`src/hdl/cqmc_pkg.sv`:
```
// ----------------------------------------------------------------------------
// Circular queue with match count: shared definitions
// Request and result payloads, command codes, controller states and the
// command and status groups that join the controller to the datapath.
// ----------------------------------------------------------------------------
package cqmc_pkg;

    localparam int DEPTH_DEFAULT = 16;
    localparam int WORD_W        = 32;
    localparam int COUNT_W       = 4;

    localparam logic [1:0] CMD_ENQUEUE = 2'd0;
    localparam logic [1:0] CMD_DEQUEUE = 2'd1;
    localparam logic [1:0] CMD_COUNT   = 2'd2;

    localparam logic [COUNT_W-1:0]       COUNT_MAX = 4'd15;
    localparam logic signed [WORD_W-1:0] FAIL_WORD = -32'sd1;

    typedef struct packed {
        logic [1:0]               command;
        logic signed [WORD_W-1:0] operand_word;
    } item_in_t;

    typedef struct packed {
        logic signed [WORD_W-1:0] read_word;
        logic                     failed;
        logic [COUNT_W-1:0]       match_count;
    } item_out_t;

    typedef enum logic [2:0] {
        ST_IDLE,
        ST_EXEC,
        ST_DEQ,
        ST_CNT,
        ST_FINISH
    } state_t;

    typedef struct packed {
        logic accept;
        logic exec;
        logic deq_capture;
        logic cnt_step;
        logic load_out;
    } ctrl_cmd_t;

    typedef struct packed {
        logic [1:0] command;
        logic       empty;
        logic       full;
        logic       walk_done;
    } ctrl_status_t;

endpackage

```
`src/hdl/cqmc_dpath.sv`:
```
// ----------------------------------------------------------------------------
// Circular queue with match count: datapath
// Entry memory, head, tail and walk pointers, the match comparator with its
// saturating counter, and the result register.
// ----------------------------------------------------------------------------
module cqmc_dpath #(
    parameter int DEPTH = cqmc_pkg::DEPTH_DEFAULT
) (
    input  logic                    clk,
    input  logic                    rst_n,
    input  cqmc_pkg::item_in_t      in_data,
    input  cqmc_pkg::ctrl_cmd_t     cmd,
    output cqmc_pkg::ctrl_status_t  status,
    output cqmc_pkg::item_out_t     out_data
);
    import cqmc_pkg::*;

    localparam int AW = $clog2(DEPTH);
    localparam logic [AW-1:0] LAST_SLOT = AW'(DEPTH - 1);

    function automatic logic [AW-1:0] next_slot(input logic [AW-1:0] p);
        logic [AW-1:0] r;
        r = (p == LAST_SLOT) ? '0 : AW'(p + 1'b1);
        return r;
    endfunction

    logic signed [WORD_W-1:0] mem [DEPTH];

    logic [AW-1:0]            head_reg, head_next;
    logic [AW-1:0]            tail_reg, tail_next;
    logic [AW-1:0]            walk_reg, walk_next;
    logic [1:0]               cmd_reg, cmd_next;
    logic signed [WORD_W-1:0] opd_reg, opd_next;
    logic signed [WORD_W-1:0] rd_data_reg;
    logic signed [WORD_W-1:0] res_word_reg, res_word_next;
    logic                     res_failed_reg, res_failed_next;
    logic [COUNT_W-1:0]       count_reg, count_next;
    item_out_t                out_data_reg;

    logic                     wr_en;
    logic                     rd_en;
    logic [AW-1:0]            rd_addr;
    logic                     empty;
    logic                     full;

    assign empty = (head_reg == tail_reg);
    assign full  = (next_slot(tail_reg) == head_reg);

    always_comb
    begin
        head_next       = head_reg;
        tail_next       = tail_reg;
        walk_next       = walk_reg;
        cmd_next        = cmd_reg;
        opd_next        = opd_reg;
        res_word_next   = res_word_reg;
        res_failed_next = res_failed_reg;
        count_next      = count_reg;
        wr_en           = 1'b0;
        rd_en           = 1'b0;
        rd_addr         = head_reg;

        if (cmd.accept)
        begin
            cmd_next = in_data.command;
            opd_next = in_data.operand_word;
        end

        if (cmd.exec)
        begin
            res_word_next   = '0;
            res_failed_next = 1'b0;
            count_next      = '0;
            case (cmd_reg)
                CMD_ENQUEUE:
                begin
                    if (full)
                    begin
                        res_failed_next = 1'b1;
                    end
                    else
                    begin
                        wr_en     = 1'b1;
                        tail_next = next_slot(tail_reg);
                    end
                end
                CMD_DEQUEUE:
                begin
                    if (empty)
                    begin
                        res_failed_next = 1'b1;
                        res_word_next   = FAIL_WORD;
                    end
                    else
                    begin
                        rd_en     = 1'b1;
                        rd_addr   = head_reg;
                        head_next = next_slot(head_reg);
                    end
                end
                CMD_COUNT:
                begin
                    if (!empty)
                    begin
                        rd_en     = 1'b1;
                        rd_addr   = head_reg;
                        walk_next = next_slot(head_reg);
                    end
                end
                default:
                begin
                end
            endcase
        end

        if (cmd.deq_capture)
        begin
            res_word_next = rd_data_reg;
        end

        if (cmd.cnt_step)
        begin
            if ((rd_data_reg == opd_reg) && (count_reg != COUNT_MAX))
            begin
                count_next = COUNT_W'(count_reg + 1'b1);
            end
            if (walk_reg != tail_reg)
            begin
                rd_en     = 1'b1;
                rd_addr   = walk_reg;
                walk_next = next_slot(walk_reg);
            end
        end
    end

    always_ff @(posedge clk or negedge rst_n)
    begin
        if (!rst_n)
        begin
            head_reg <= '0;
            tail_reg <= '0;
        end
        else
        begin
            head_reg <= head_next;
            tail_reg <= tail_next;
        end
    end

    always_ff @(posedge clk)
    begin
        walk_reg       <= walk_next;
        cmd_reg        <= cmd_next;
        opd_reg        <= opd_next;
        res_word_reg   <= res_word_next;
        res_failed_reg <= res_failed_next;
        count_reg      <= count_next;
        if (cmd.load_out)
        begin
            out_data_reg.read_word   <= res_word_reg;
            out_data_reg.failed      <= res_failed_reg;
            out_data_reg.match_count <= count_reg;
        end
    end

    always_ff @(posedge clk)
    begin
        if (wr_en)
        begin
            mem[tail_reg] <= opd_reg;
        end
        if (rd_en)
        begin
            rd_data_reg <= mem[rd_addr];
        end
    end

    assign status.command   = cmd_reg;
    assign status.empty     = empty;
    assign status.full      = full;
    assign status.walk_done = (walk_reg == tail_reg);
    assign out_data         = out_data_reg;

    a_full_enq_holds: assert property (@(posedge clk) disable iff (!rst_n)
        cmd.exec && (cmd_reg == CMD_ENQUEUE) && full |=> $stable(tail_reg))
        else $error("Enqueue on a full queue moved the tail pointer.");

    a_empty_deq_fails: assert property (@(posedge clk) disable iff (!rst_n)
        cmd.exec && (cmd_reg == CMD_DEQUEUE) && empty
        |=> res_failed_reg && (res_word_reg == FAIL_WORD) && $stable(head_reg))
        else $error("Dequeue on an empty queue did not report failure.");

    a_pointers_in_range: assert property (@(posedge clk) disable iff (!rst_n)
        (head_reg <= LAST_SLOT) && (tail_reg <= LAST_SLOT))
        else $error("A queue pointer left the range of the entry memory.");

endmodule

```
`src/hdl/cqmc_ctrl.sv`:
```
// ----------------------------------------------------------------------------
// Circular queue with match count: controller
// Sequences one request at a time through execute, memory read or walk,
// and hand-over to the result register.
// ----------------------------------------------------------------------------
module cqmc_ctrl (
    input  logic                   clk,
    input  logic                   rst_n,
    input  logic                   in_valid,
    output logic                   in_ready,
    output logic                   out_valid,
    input  logic                   out_ready,
    input  cqmc_pkg::ctrl_status_t status,
    output cqmc_pkg::ctrl_cmd_t    cmd
);
    import cqmc_pkg::*;

    state_t state_reg, state_next;
    logic   out_valid_reg, out_valid_next;
    logic   out_free;

    assign out_free = !out_valid_reg || out_ready;

    always_comb
    begin
        state_next = state_reg;
        cmd        = '0;
        in_ready   = 1'b0;

        unique case (state_reg)
            ST_IDLE:
            begin
                in_ready = 1'b1;
                if (in_valid)
                begin
                    cmd.accept = 1'b1;
                    state_next = ST_EXEC;
                end
            end
            ST_EXEC:
            begin
                cmd.exec = 1'b1;
                if ((status.command == CMD_DEQUEUE) && !status.empty)
                begin
                    state_next = ST_DEQ;
                end
                else if ((status.command == CMD_COUNT) && !status.empty)
                begin
                    state_next = ST_CNT;
                end
                else
                begin
                    state_next = ST_FINISH;
                end
            end
            ST_DEQ:
            begin
                cmd.deq_capture = 1'b1;
                state_next      = ST_FINISH;
            end
            ST_CNT:
            begin
                cmd.cnt_step = 1'b1;
                if (status.walk_done)
                begin
                    state_next = ST_FINISH;
                end
            end
            ST_FINISH:
            begin
                if (out_free)
                begin
                    cmd.load_out = 1'b1;
                    state_next   = ST_IDLE;
                end
            end
            default:
            begin
                state_next = ST_IDLE;
            end
        endcase

        if (cmd.load_out)
        begin
            out_valid_next = 1'b1;
        end
        else if (out_ready)
        begin
            out_valid_next = 1'b0;
        end
        else
        begin
            out_valid_next = out_valid_reg;
        end
    end

    always_ff @(posedge clk or negedge rst_n)
    begin
        if (!rst_n)
        begin
            state_reg     <= ST_IDLE;
            out_valid_reg <= 1'b0;
        end
        else
        begin
            state_reg     <= state_next;
            out_valid_reg <= out_valid_next;
        end
    end

    assign out_valid = out_valid_reg;

    a_accept_executes: assert property (@(posedge clk) disable iff (!rst_n)
        in_valid && in_ready |=> state_reg == ST_EXEC)
        else $error("An accepted request was not executed next.");

    a_finish_waits: assert property (@(posedge clk) disable iff (!rst_n)
        (state_reg == ST_FINISH) && out_valid_reg && !out_ready
        |=> (state_reg == ST_FINISH) && out_valid_reg)
        else $error("A result overwrote one still waiting to be taken.");

    a_walk_ends: assert property (@(posedge clk) disable iff (!rst_n)
        (state_reg == ST_CNT) && status.walk_done |=> state_reg == ST_FINISH)
        else $error("The count walk ran past the tail.");

endmodule

```
`src/hdl/circular_queue_with_match_count_core.sv`:
```
// ----------------------------------------------------------------------------
// Circular queue with match count: top level
// A circular queue of signed 32-bit words holding DEPTH-1 entries, with
// enqueue, dequeue and count-matching-entries requests.
//
// Requests arrive on in_valid/in_ready with in_data, and each request gives
// exactly one result on out_valid/out_ready with out_data. A request is
// taken only while the controller is idle; the result register lets a new
// request be taken while the previous result still waits for the receiver.
// Enqueue, failed dequeue and unused codes go from acceptance through the
// execute and finish states to the result; a successful dequeue adds a
// capture state after the registered memory read. A count adds a walk step
// per stored entry, since one comparator walks the memory one entry per cycle
// from head to tail; the next request waits until this result is loaded.
// When the receiver stalls, the finished result is held in the output
// register and the controller waits before loading the next one.
// Reset empties the queue by clearing both pointers; the entry memory needs
// no clearing pass and no request is refused after reset.
// ----------------------------------------------------------------------------
module circular_queue_with_match_count_core #(
    parameter int DEPTH = cqmc_pkg::DEPTH_DEFAULT
) (
    input  logic                clk,
    input  logic                rst_n,
    input  logic                in_valid,
    output logic                in_ready,
    input  cqmc_pkg::item_in_t  in_data,
    output logic                out_valid,
    input  logic                out_ready,
    output cqmc_pkg::item_out_t out_data
);
    import cqmc_pkg::*;

    ctrl_cmd_t    cmd;
    ctrl_status_t status;

    cqmc_ctrl u_ctrl (
        .clk       (clk),
        .rst_n     (rst_n),
        .in_valid  (in_valid),
        .in_ready  (in_ready),
        .out_valid (out_valid),
        .out_ready (out_ready),
        .status    (status),
        .cmd       (cmd)
    );

    cqmc_dpath #(
        .DEPTH (DEPTH)
    ) u_dpath (
        .clk      (clk),
        .rst_n    (rst_n),
        .in_data  (in_data),
        .cmd      (cmd),
        .status   (status),
        .out_data (out_data)
    );

endmodule
```
`config.mk`:
```
export PLATFORM = sky130hd
export DESIGN_NAME = circular_queue_with_match_count_core
export DESIGN_NICKNAME = d
export VERILOG_FILES = /design/src/hdl/cqmc_pkg.sv /design/src/hdl/cqmc_dpath.sv /design/src/hdl/cqmc_ctrl.sv /design/src/hdl/circular_queue_with_match_count_core.sv
export SDC_FILE = /design/constraint.sdc
export NUM_CORES = 1
export LEC_CHECK = 0
export ABC_CLOCK_PERIOD_IN_PS = 4500
export BUFFER_PORTS_ARGS = -buffer_cell sky130_fd_sc_hd__buf_4
export CAP_MARGIN = 25
export CORE_MARGIN = 2
export CORE_UTILIZATION = 58
export CTS_BUF_LIST = sky130_fd_sc_hd__clkbuf_8
export DETAILED_ROUTE_END_ITERATION = 12
export PLACE_DENSITY = 0.78
export SLEW_MARGIN = 5
export SYNTH_ARGS = -nofsm -noshare
export SYNTH_HDL_FRONTEND = slang
export SYNTH_SLANG_ARGS = --single-unit
```
`constraint.sdc`:
```
create_clock -name clk -period 4.5 [get_ports clk]
set_input_delay 0.225 -clock clk [delete_from_list [all_inputs] [get_ports clk]]
set_output_delay 0.225 -clock clk [all_outputs]
set_load 0.005 [all_outputs]
```
## Yosys cells after proc, flatten, opt, wreduce, memory -nomap -nowiden

Memory sizes are Yosys's and may differ from the RTL's. A register that Yosys moved wholly into a read port is not among the register bits.
Index checks and enable logic that the tools add are counted.

| storage, ports and cells | value |
|---|---|
| flip-flop bits (word level) | 124 |
| bits in latches | 0 |
| bits in writable memories | 512 |
| ROM bits | 0 |
| bits of input ports | 38 |
| output and inout bits | 39 |
| word-level logic and storage cells | 98 |
| memories kept | 1 |

| operators by class | value |
|---|---|
| add/subtract/negate cells | 4 |
| multipliers | 0 |
| divide/modulo/power cells | 0 |
| $lt $le $gt $ge | 0 |
| equal/unequal tests | 18 |
| shift-type cells | 0 |
| muxes and demuxes | 46 |
| bitwise logic cells | 2 |
| reductions and logical operators | 14 |

Memories:

| memory | depth | bits a word | rd ports | clocked after memory_dff | wr ports | RTL line | text |
|---|---|---|---|---|---|---|---|
| u_dpath.mem | 16 | 32 | 1 | 1 | 1 | cqmc_dpath.sv:27 | `logic signed [WORD_W-1:0] mem [DEPTH];` |

Operators by type and width:

| cell | count |
|---|---|
| two-way mux 32 bit | 4 |
| two-way mux 4 bit | 13 |
| == test 32 bit | 1 |
| two-way mux 1 bit | 22 |
| adder 4 x 1 -> 4 bit, second input constant | 4 |
| two-way mux 3 bit | 5 |
| case mux 3 bit (5 select lines) | 1 |
| == test 4 bit | 3 |
| == test 4 bit, second input constant | 3 |
| AND reduction 3 bit | 3 |
| == test 3 x 2 -> 1 bit, second input constant | 2 |
| != test 2 bit, second input constant | 2 |
| != test 4 bit | 1 |
| != test 4 bit, second input constant | 1 |
| nonzero test 2 bit | 2 |
| == test 3 x 1 -> 1 bit, second input constant | 1 |
| == test 3 bit, second input constant | 1 |
| logical AND 1 bit | 3 |
| logical NOT 3 bit | 1 |
| == test 2 x 1 -> 1 bit, second input constant | 1 |
| == test 2 bit, second input constant | 1 |
| logical NOT 1 bit | 2 |
| logical NOT 2 bit | 1 |
| != test 2 x 1 -> 1 bit, second input constant | 1 |
| other kinds (4) | 5 |

## Logic depth before layout (Yosys ltp)

Gate-level depths: netlist (run 1).

| logic depth | value |
|---|---|
| word-level depth | 8 |
| mapped depth | 11 |
| gate-level depth less buffers | 8 |

## By module

A second synthesis (run 1) with hierarchy kept.

| second synthesis, totals | value |
|---|---|
| cells, all modules | 1374 |
| area total of the unflattened synthesis | 29687.2 um2 |

By module, submodules not included:

| module | instances | cells each | area each (um2) | seq. area each (um2) |
|---|---|---|---|---|
| cqmc_dpath | 1 | 1343 | 29404.5 | 19819.0 |
| cqmc_ctrl | 1 | 31 | 282.8 | 100.1 |

## Worst setup path after synthesis (run 1)

Ideal clock, no wire load.

| timing path | value |
|---|---|
| path type | reg-to-reg |
| from | register u_dpath.tail_reg[2] |
| to | memory u_dpath.mem[15][0], enable pin |
| library setup time | 461 ps |
| arrival | 4016 ps |
| required time | 4039 ps |
| path slack | 23 ps |
| stages on the path, launching flop included | 10 |
| buffers on the path | 2 |
| clock period less this slack | 4477 ps |
| cells stage by stage | dfrtp_1 buf_2 inv_1 or3_1 and3b_1 o21ai_1 and3_1 clkbuf_1 nand2_1 nor3_1 |

| between the ends | value |
|---|---|
| cells in the longest elaborated chain, start to end | 8 |
| elaborated cells on any way between the ends | 9 |
| those cells by class | add/sub: 1; eq/ne: 2; mux: 6 |

RTL lines:

| item | RTL line | text |
|---|---|---|
| start: declaration | cqmc_dpath.sv:30 | `logic [AW-1:0] tail_reg, tail_next;` |
| start signal: assignment | cqmc_dpath.sv:146 | `tail_reg <= tail_next;` |
| adder 4 x 1 -> 4 bit / == test 4 bit (equally long branches) | cqmc_dpath.sv:23 | `r = (p == LAST_SLOT) ? '0 : AW'(p + 1'b1);` |
| two-way mux 4 bit | cqmc_dpath.sv:23 |  |
| == test 4 bit | cqmc_dpath.sv:47 | `assign full = (next_slot(tail_reg) == head_reg);` |
| two-way mux 1 bit | cqmc_dpath.sv:77 | `if (full)` |
| two-way mux 1 bit | cqmc_dpath.sv:74 | `case (cmd_reg)` |
| two-way mux 1 bit | cqmc_dpath.sv:69 | `if (cmd.exec)` |
| two-way mux 1 bit | cqmc_dpath.sv:168 | `if (wr_en)` |
| two-way mux 1 bit (implied by the code) | cqmc_dpath.sv:170 | `mem[tail_reg] <= opd_reg;` |
| end: declaration | cqmc_dpath.sv:27 |  |

Parallel ways exist; a longest one is shown, timed or not.

## Final worst setup path (run 1)

| timing path | value |
|---|---|
| from | register u_dpath.walk_reg[3] |
| to | register u_dpath.rd_data_reg[8] (read register of u_dpath.mem), data pin |

| between the ends | value |
|---|---|
| cells in the longest elaborated chain, start to end | 3 |
| elaborated cells on any way between the ends | 5 |
| those cells by class | eq/ne: 1; mux: 4 |

RTL lines:

| item | RTL line | text |
|---|---|---|
| start: declaration | cqmc_dpath.sv:31 | `logic [AW-1:0] walk_reg, walk_next;` |
| start signal: assignment | cqmc_dpath.sv:152 | `walk_reg <= walk_next;` |
| != test 4 bit | cqmc_dpath.sv:127 | `if (walk_reg != tail_reg)` |
| two-way mux 4 bit / two-way mux 1 bit (equally long branches) | cqmc_dpath.sv:127 |  |
| two-way mux 4 bit / two-way mux 1 bit (equally long branches) | cqmc_dpath.sv:121 | `if (cmd.cnt_step)` |
| end: declaration | cqmc_dpath.sv:34 | `logic signed [WORD_W-1:0] rd_data_reg;` |

Parallel ways exist; a longest one is shown, timed or not.
A chain may end at the register's enable or synchronous reset.

==> results.toml, run 1 <==
[global_routing]
track_usage = 0.247
antenna_found_initial = 0
grt_pass1_vias = 14000
grt_max_degree = 37
overflow = 0
grt_pass1_wl_microns = 83800

[die]
start_util = 0.584
row_count = 77
io_pins = 77
dieArea_sq_um = 46000
die-height_microns = 215
core-area_sq_um = 44000
die_w_microns = 215

[worst_setup_path]
r2r_end = "u_dpath.rd_data_reg[8]"
cp_data_arrival_time_ns = 4.20
cp-startpoint = "u_dpath.walk_reg[3]"
crit_type = "register to register"
start_kind = "register"
cp_cell_sequence = "xnor2_1, nand3_2, o21a_1, nor4b_1, a31oi_4, buf_4, o22ai_1, or4_1"
reg2regPathDepth = 8
slowest_delay_ns = 0.76
rrSetupSlack_ns = 0.68
cp_max_fo = 20
endpoint = "u_dpath.rd_data_reg[8]"
cp_slowest_cell = "o21a_1"
cp.required_ns = 4.88
crit_path_end_kind = "register"
timing.rr.start = "u_dpath.walk_reg[3]"

[sta]
finalCritPeriodShare = 0.849
finalCriticalPeriod_ns = 3.82
fmax_ghz = 0.262
setup_viol_count_final = 0
finalWorstSetupSlack_ns = 0.681
clock_skew_ns = 0.0476
worst_pin_slew_ns = 0.963
rsz0062_at_grt = "no"
setup_tns_ns = 0
hold_violations = 0
relSlewSlack = 0.358
slew_violations = 0

[layout]
drive_above_1_share = 0.173
diodes = 0
area_growth_pct = 15.0
fin_nets = 1651
regArea_sq_um = 19900
layout_commonest_cell = "edfxtp_1"
largest_reg_flops = 512
design_area_sq_um = 29600
nFillCells = 2827
multiInputGateArea_sq_um = 5440
final_cell_mix = "edfxtp_1, mux2i_1, o22ai_1, buf_4, clkbuf_8"

[logic_synthesis]
synthTopCellsByArea = "edfxtp_1, mux2i_1, o22ai_1"
syn_area_sq_um = 25700
synth_top_area_cell = "edfxtp_1"
async_flop_share = 0.0180
synth-seq-cells = 668
yosysSeqAreaShare = 0.775
synth_cell_types = 55
ys_warn_count = 0
syn_area_per_cell_sq_um = 18.3
synth_enable_flop_cells = 648
synth_top_area_share = 0.757
postSynthCellCount = 1403
synth_flop_cell = "edfxtp_1"
synth.net_count = 1451

[cts]
clock_latency_ns = 0.69
cts_sinks = 668
root_buffer = "clkbuf_8"
clk_pin_slew_ns = 0.07
clk_path_buf_depth = 3
cts_setup_buffers = 0
cts_resized = 0
cts_tree = "yes"
numCtsBuffers = 101
cts-htree-levels = 3

[place]
gp_routability_congestion = 0.807
place_area_sq_um = 27300
preCtsSetupSlack_ns = 0.767
detailed_place_hpwl_microns = 32100
io_buffers = 76

[power]
p_int_uw = 12300
powerDensity_nw_per_um2 = 600
p_sw_uw = 5460
power_leakage_uw = 0.0110
p_comb_frac = 0.263
switching_share = 0.308
sequentialPowerShare = 0.482
ir_worst_vdd_mv = 0.433
clkPwrFrac = 0.255

[drt]
drc = 0
vias = 13700
wl_per_cell_microns = 25.0
finalWirelength_microns = 56800
ant_nets = 0
first_iter_violations = 1469
viasPerCell = 6.04
firstDrtPassIters = 7

[job]
maxCapViolCount = 0

[outcome]
status = "completed"

[min_path]
hp-class = "primary input to register"
## power groups by stage
stage                     combinational (uW)  clock [uW]  sequential [uW]
after detailed placement                4510           0             8670
after global placement                  4410           0             8620
after floorplan                         3270           0             8410
after CTS                               4560        4600             8550
after global routing                    4960        4850             8640
final                                   4660        4520             8550
## per-stage QoR
stage / hold WS (ns) / power [uW] / util / instances
6_report: 0.255 / 17700 / 0.671 / 2273
5_1_grt: 0.252 / 18400 / 0.671 / 2273
4_1_cts: 0.220 / 17700 / 0.670 / 2270
3_5_place_dp: 0.0756 / 13200 / 0.619 / 2051
3_3_place_gp: 0.0789 / 13000 / 0.619 / 2050
2_1_floorplan: -0.0706 / 11700 / - / 1403
## timing repair
item,CTS,global route
hold buffers,38,0
setup endpoints to repair,0,0
hold endpoints to repair,49,0
## layer usage
metal,GRT usage,wire length (microns),up-vias
met3,0.0594,5380,104
met4,0.0912,1460,0
met5,0,0,-
li1,-,-,6025
met2,0.405,27900,705
met1,0.325,22100,6888
## layout make-up
| type | instances | area share |
|---|---|---|
| Multi-Input combinational cell | 643 | 0.184 |
| Inverter | 17 | 0.00216 |
| Clock buffer | 108 | 0.0503 |
| Tap cell | 592 | 0.0251 |
| Sequential cell | 668 | 0.674 |
| Clock inverter | 73 | 0.0119 |
| Timing Repair Buffer | 172 | 0.0527 |
## synthesized netlist by cell type (2+ instances only)
library cell	instances
and3b_1	2
nand3_1	9
edfxtp_1	648
nor2_1	12
o22ai_1	129
a31oi_1	3
mux2i_1	261
nor3_1	14
a41oi_2	3
buf_4	5
nor4b_1	2
a21oi_1	5
o31ai_1	2
dfrtp_1	12
xor2_1	10
and3_1	3
nand4_1	8
xnor2_1	36
dfxtp_1	8
a21o_1	33
mux2_2	3
nor2b_1	2
ha_1	10
nand3b_1	3
a22o_1	2
clkbuf_1	39
o21bai_1	2
a31oi_2	2
o211ai_1	2
inv_1	17
and2_1	8
nand2_1	14
nor3b_1	3
o21ai_0	10
nor4_1	3
buf_6	17
or4_1	32
buf_2	12
## logic make-up (layout without fill, tap and decap cells)
group,Yosys count,after routing,synth area share
compound gates,202,202,0.0534
xor+xnor,46,46,0.0157
fa+ha+maj,10,10,0.00487
buf+inv,92,370,0.0198
flops,668,668,0.775
mux,264,264,0.103
simple gates,121,121,0.0284
## how the worst min path moves through the flow
stage / startpoint / endpoint / slack, ns / depth (start not counted)
floorplan: rst_n / u_ctrl.out_valid / -0.07 / 0
global placement: rst_n / u_dpath.head_reg[1] / 0.08 / 1
detailed placement: rst_n / u_dpath.head_reg[1] / 0.08 / 1
CTS: in_data[3] / u_dpath.opd_reg[3] / 0.22 / 2
global route: in_data[3] / u_dpath.opd_reg[3] / 0.25 / 2
finish: in_data[3] / u_dpath.opd_reg[3] / 0.25 / 2
## worst max-delay path, delay by kind of cell (launching register included)
family / cells / cell delay (ns)
simple gates: 3 / 0.71
buf+inv: 1 / 0.31
xor+xnor: 1 / 0.15
compound gates: 3 / 1.59
flops: 1 / 0.73
No activity file was read; power rests on OpenSTA's default activity.
==> inputs of run 2 (changes only) <==
ABC_CLOCK_PERIOD_IN_PS = 3100   (was 4500)
clock period = 3.1 ns   (was 4.5 ns; I/O delays follow)
==> results.toml, run 2 (synthesis gave the netlist of run 1 again) <==
[layout]
layout_commonest_cell = "edfxtp_1"
drive_above_1_share = 0.198
area_growth_pct = 17.8
largest_reg_flops = 512
fin_nets = 1690
design_area_sq_um = 30300
final_cell_mix = "edfxtp_1, mux2i_1, buf_4, o22ai_1, clkbuf_8"
diodes = 0

[power]
ir_worst_vdd_mv = 0.683
switching_share = 0.311
clkPwrFrac = 0.252
power_leakage_uw = 0.0113
p_sw_uw = 8150
p_int_uw = 18000
powerDensity_nw_per_um2 = 865
sequentialPowerShare = 0.465
p_comb_frac = 0.283

[worst_setup_path]
cp_num_buf_inv = 2
crit_path_end_kind = "register"
start_kind = "register"
cp_cell_sequence = "xnor2_1, nand3_2, o21a_1, buf_4, a41oi_4, buf_12, o22ai_1, or4_1"
timing.rr.start = "u_dpath.tail_reg[1]"
cp_max_fo = 22
rrSetupSlack_ns = 0.18
cp_num_cells = 8
critPathTopFamily = "compound AO/OA/AOI/OAI gates"
cp.required_ns = 3.48
r2r_end = "u_dpath.rd_data_reg[17]"
reg2regPathDepth = 8
slowest_delay_ns = 0.52
crit_type = "register to register"
cp_slowest_cell = "or4_1"
cp_data_arrival_time_ns = 3.30

[sta]
fmax_ghz = 0.342
clock_skew_ns = 0.0302
relSlewSlack = 0.442
rsz0062_at_grt = "no"
setup_tns_ns = 0
finalCriticalPeriod_ns = 2.92
setup_viol_count_final = 0
worst_pin_slew_ns = 0.830
hold_violations = 0
finalWorstSetupSlack_ns = 0.179
slew_violations = 0
finalCritPeriodShare = 0.942

[cts]
clock_latency_ns = 0.67
root_buffer = "clkbuf_8"
cts_sinks = 668
cts_tree = "yes"
cts-htree-levels = 3
clk_pin_slew_ns = 0.06
numCtsBuffers = 101
clk_path_buf_depth = 3

[global_routing]
grt_pass1_vias = 14200
grt_pass1_wl_microns = 87700
track_usage = 0.260
grt_max_degree = 35
overflow = 0
antenna_found_initial = 0

[die]
io_pins = 77
die_w_microns = 215
start_util = 0.584
core-area_sq_um = 44000
dieArea_sq_um = 46000
row_count = 77
die-height_microns = 215

[min_path]
hp-class = "primary input to register"
min_from = "in_data[24]"
whs_endpoint = "u_dpath.opd_reg[24]"
hold_depth = 2

[drt]
drc = 0
wl_per_cell_microns = 25.5
firstDrtPassIters = 5
vias = 14100
ant_nets = 0
viasPerCell = 6.11
finalWirelength_microns = 59000
first_iter_violations = 1667

[outcome]
status = "completed"

[place]
gp_routability_congestion = 0.901
io_buffers = 76
preCtsSetupSlack_ns = 0.0682
detailed_place_hpwl_microns = 35100
place_area_sq_um = 28000

[job]
maxCapViolCount = 0
run 2: cell types whose count changed in the layout (fill, tap and decap cells not counted), sizes merged:
cell | previous run | this run
buf | 134 | 173
bufinv | 2 | 3
clkbuf | 108 | 105
clkinv | 29 | 36
inv | 56 | 50
run 2: layout make-up:
type	count	area [sq um]
multi-input cells	643	5500
clock buffers	105	1450
clock inverters	75	403
flip-flops and latches	668	19900
well taps	592	741
inverters	17	63.8
fillers	2722	13800
repair buffers	211	2200
run 2: worst max path at each step:
stage | start | end
6_report | u_dpath.tail_reg[1] | u_dpath.rd_data_reg[17]
3_3_place_gp | u_ctrl.state_reg[2] | u_dpath.rd_data_reg[9]
3_5_place_dp | u_dpath.tail_reg[1] | u_dpath.rd_data_reg[4]
5_1_grt | u_dpath.tail_reg[1] | u_dpath.rd_data_reg[17]
2_1_floorplan | u_dpath.tail_reg[2] | u_dpath.mem[0][0]
4_1_cts | u_ctrl.state_reg[2] | u_dpath.rd_data_reg[4]
run 2: per-layer routing:
metal	routed length, microns	up-vias	track usage	share of wire
met4	2280	0	0.120	0.039
li1	-	6116	-	-
met1	23100	7061	0.357	0.39
met3	6160	145	0.0582	0.10
met2	27500	806	0.402	0.47
met5	0	-	0	0
run 2: power groups by stage:
stage	Sequential, uW	Clock, uW	Combinational (uW)
3_3_place_gp	12300	0	7060
5_1_grt	12300	7130	7830
6_report	12200	6610	7410
4_1_cts	12200	6710	7280
3_5_place_dp	12300	0	7200
2_1_floorplan	12200	0	4790
run 2: worst register-to-register path: cells and delay by family (launching register included):
| kind | cells | cell delay, ns |
|---|---|---|
| AND/OR/NAND/NOR | 2 | 0.65 |
| buffers and inverters | 2 | 0.51 |
| AO/OA/AOI/OAI | 3 | 0.77 |
| flip-flops | 1 | 0.48 |
| XOR/XNOR | 1 | 0.23 |
run 2: repair_timing:
| item | CTS | global route |
|---|---|---|
| endpoints found under the hold margin | 49 | 0 |
| buffers inserted | 0 | 2 |
| resized for setup | 0 | 2 |
| hold buffers | 38 | 0 |
| setup endpoints to repair | 0 | 515 |
run 2: through the flow:
| step | power (uW) | std cells | util | hold WS, ns |
|---|---|---|---|---|
| finish | 26200 | 2311 | 0.687 | 0.199 |
| global route | 27200 | 2311 | 0.687 | 0.176 |
| CTS | 26200 | 2308 | 0.686 | 0.150 |
| detailed placement | 19500 | 2090 | 0.636 | 0.0146 |
| global placement | 19300 | 2090 | 0.636 | 0.0137 |
| floorplan | 17000 | 1403 | - | -0.141 |
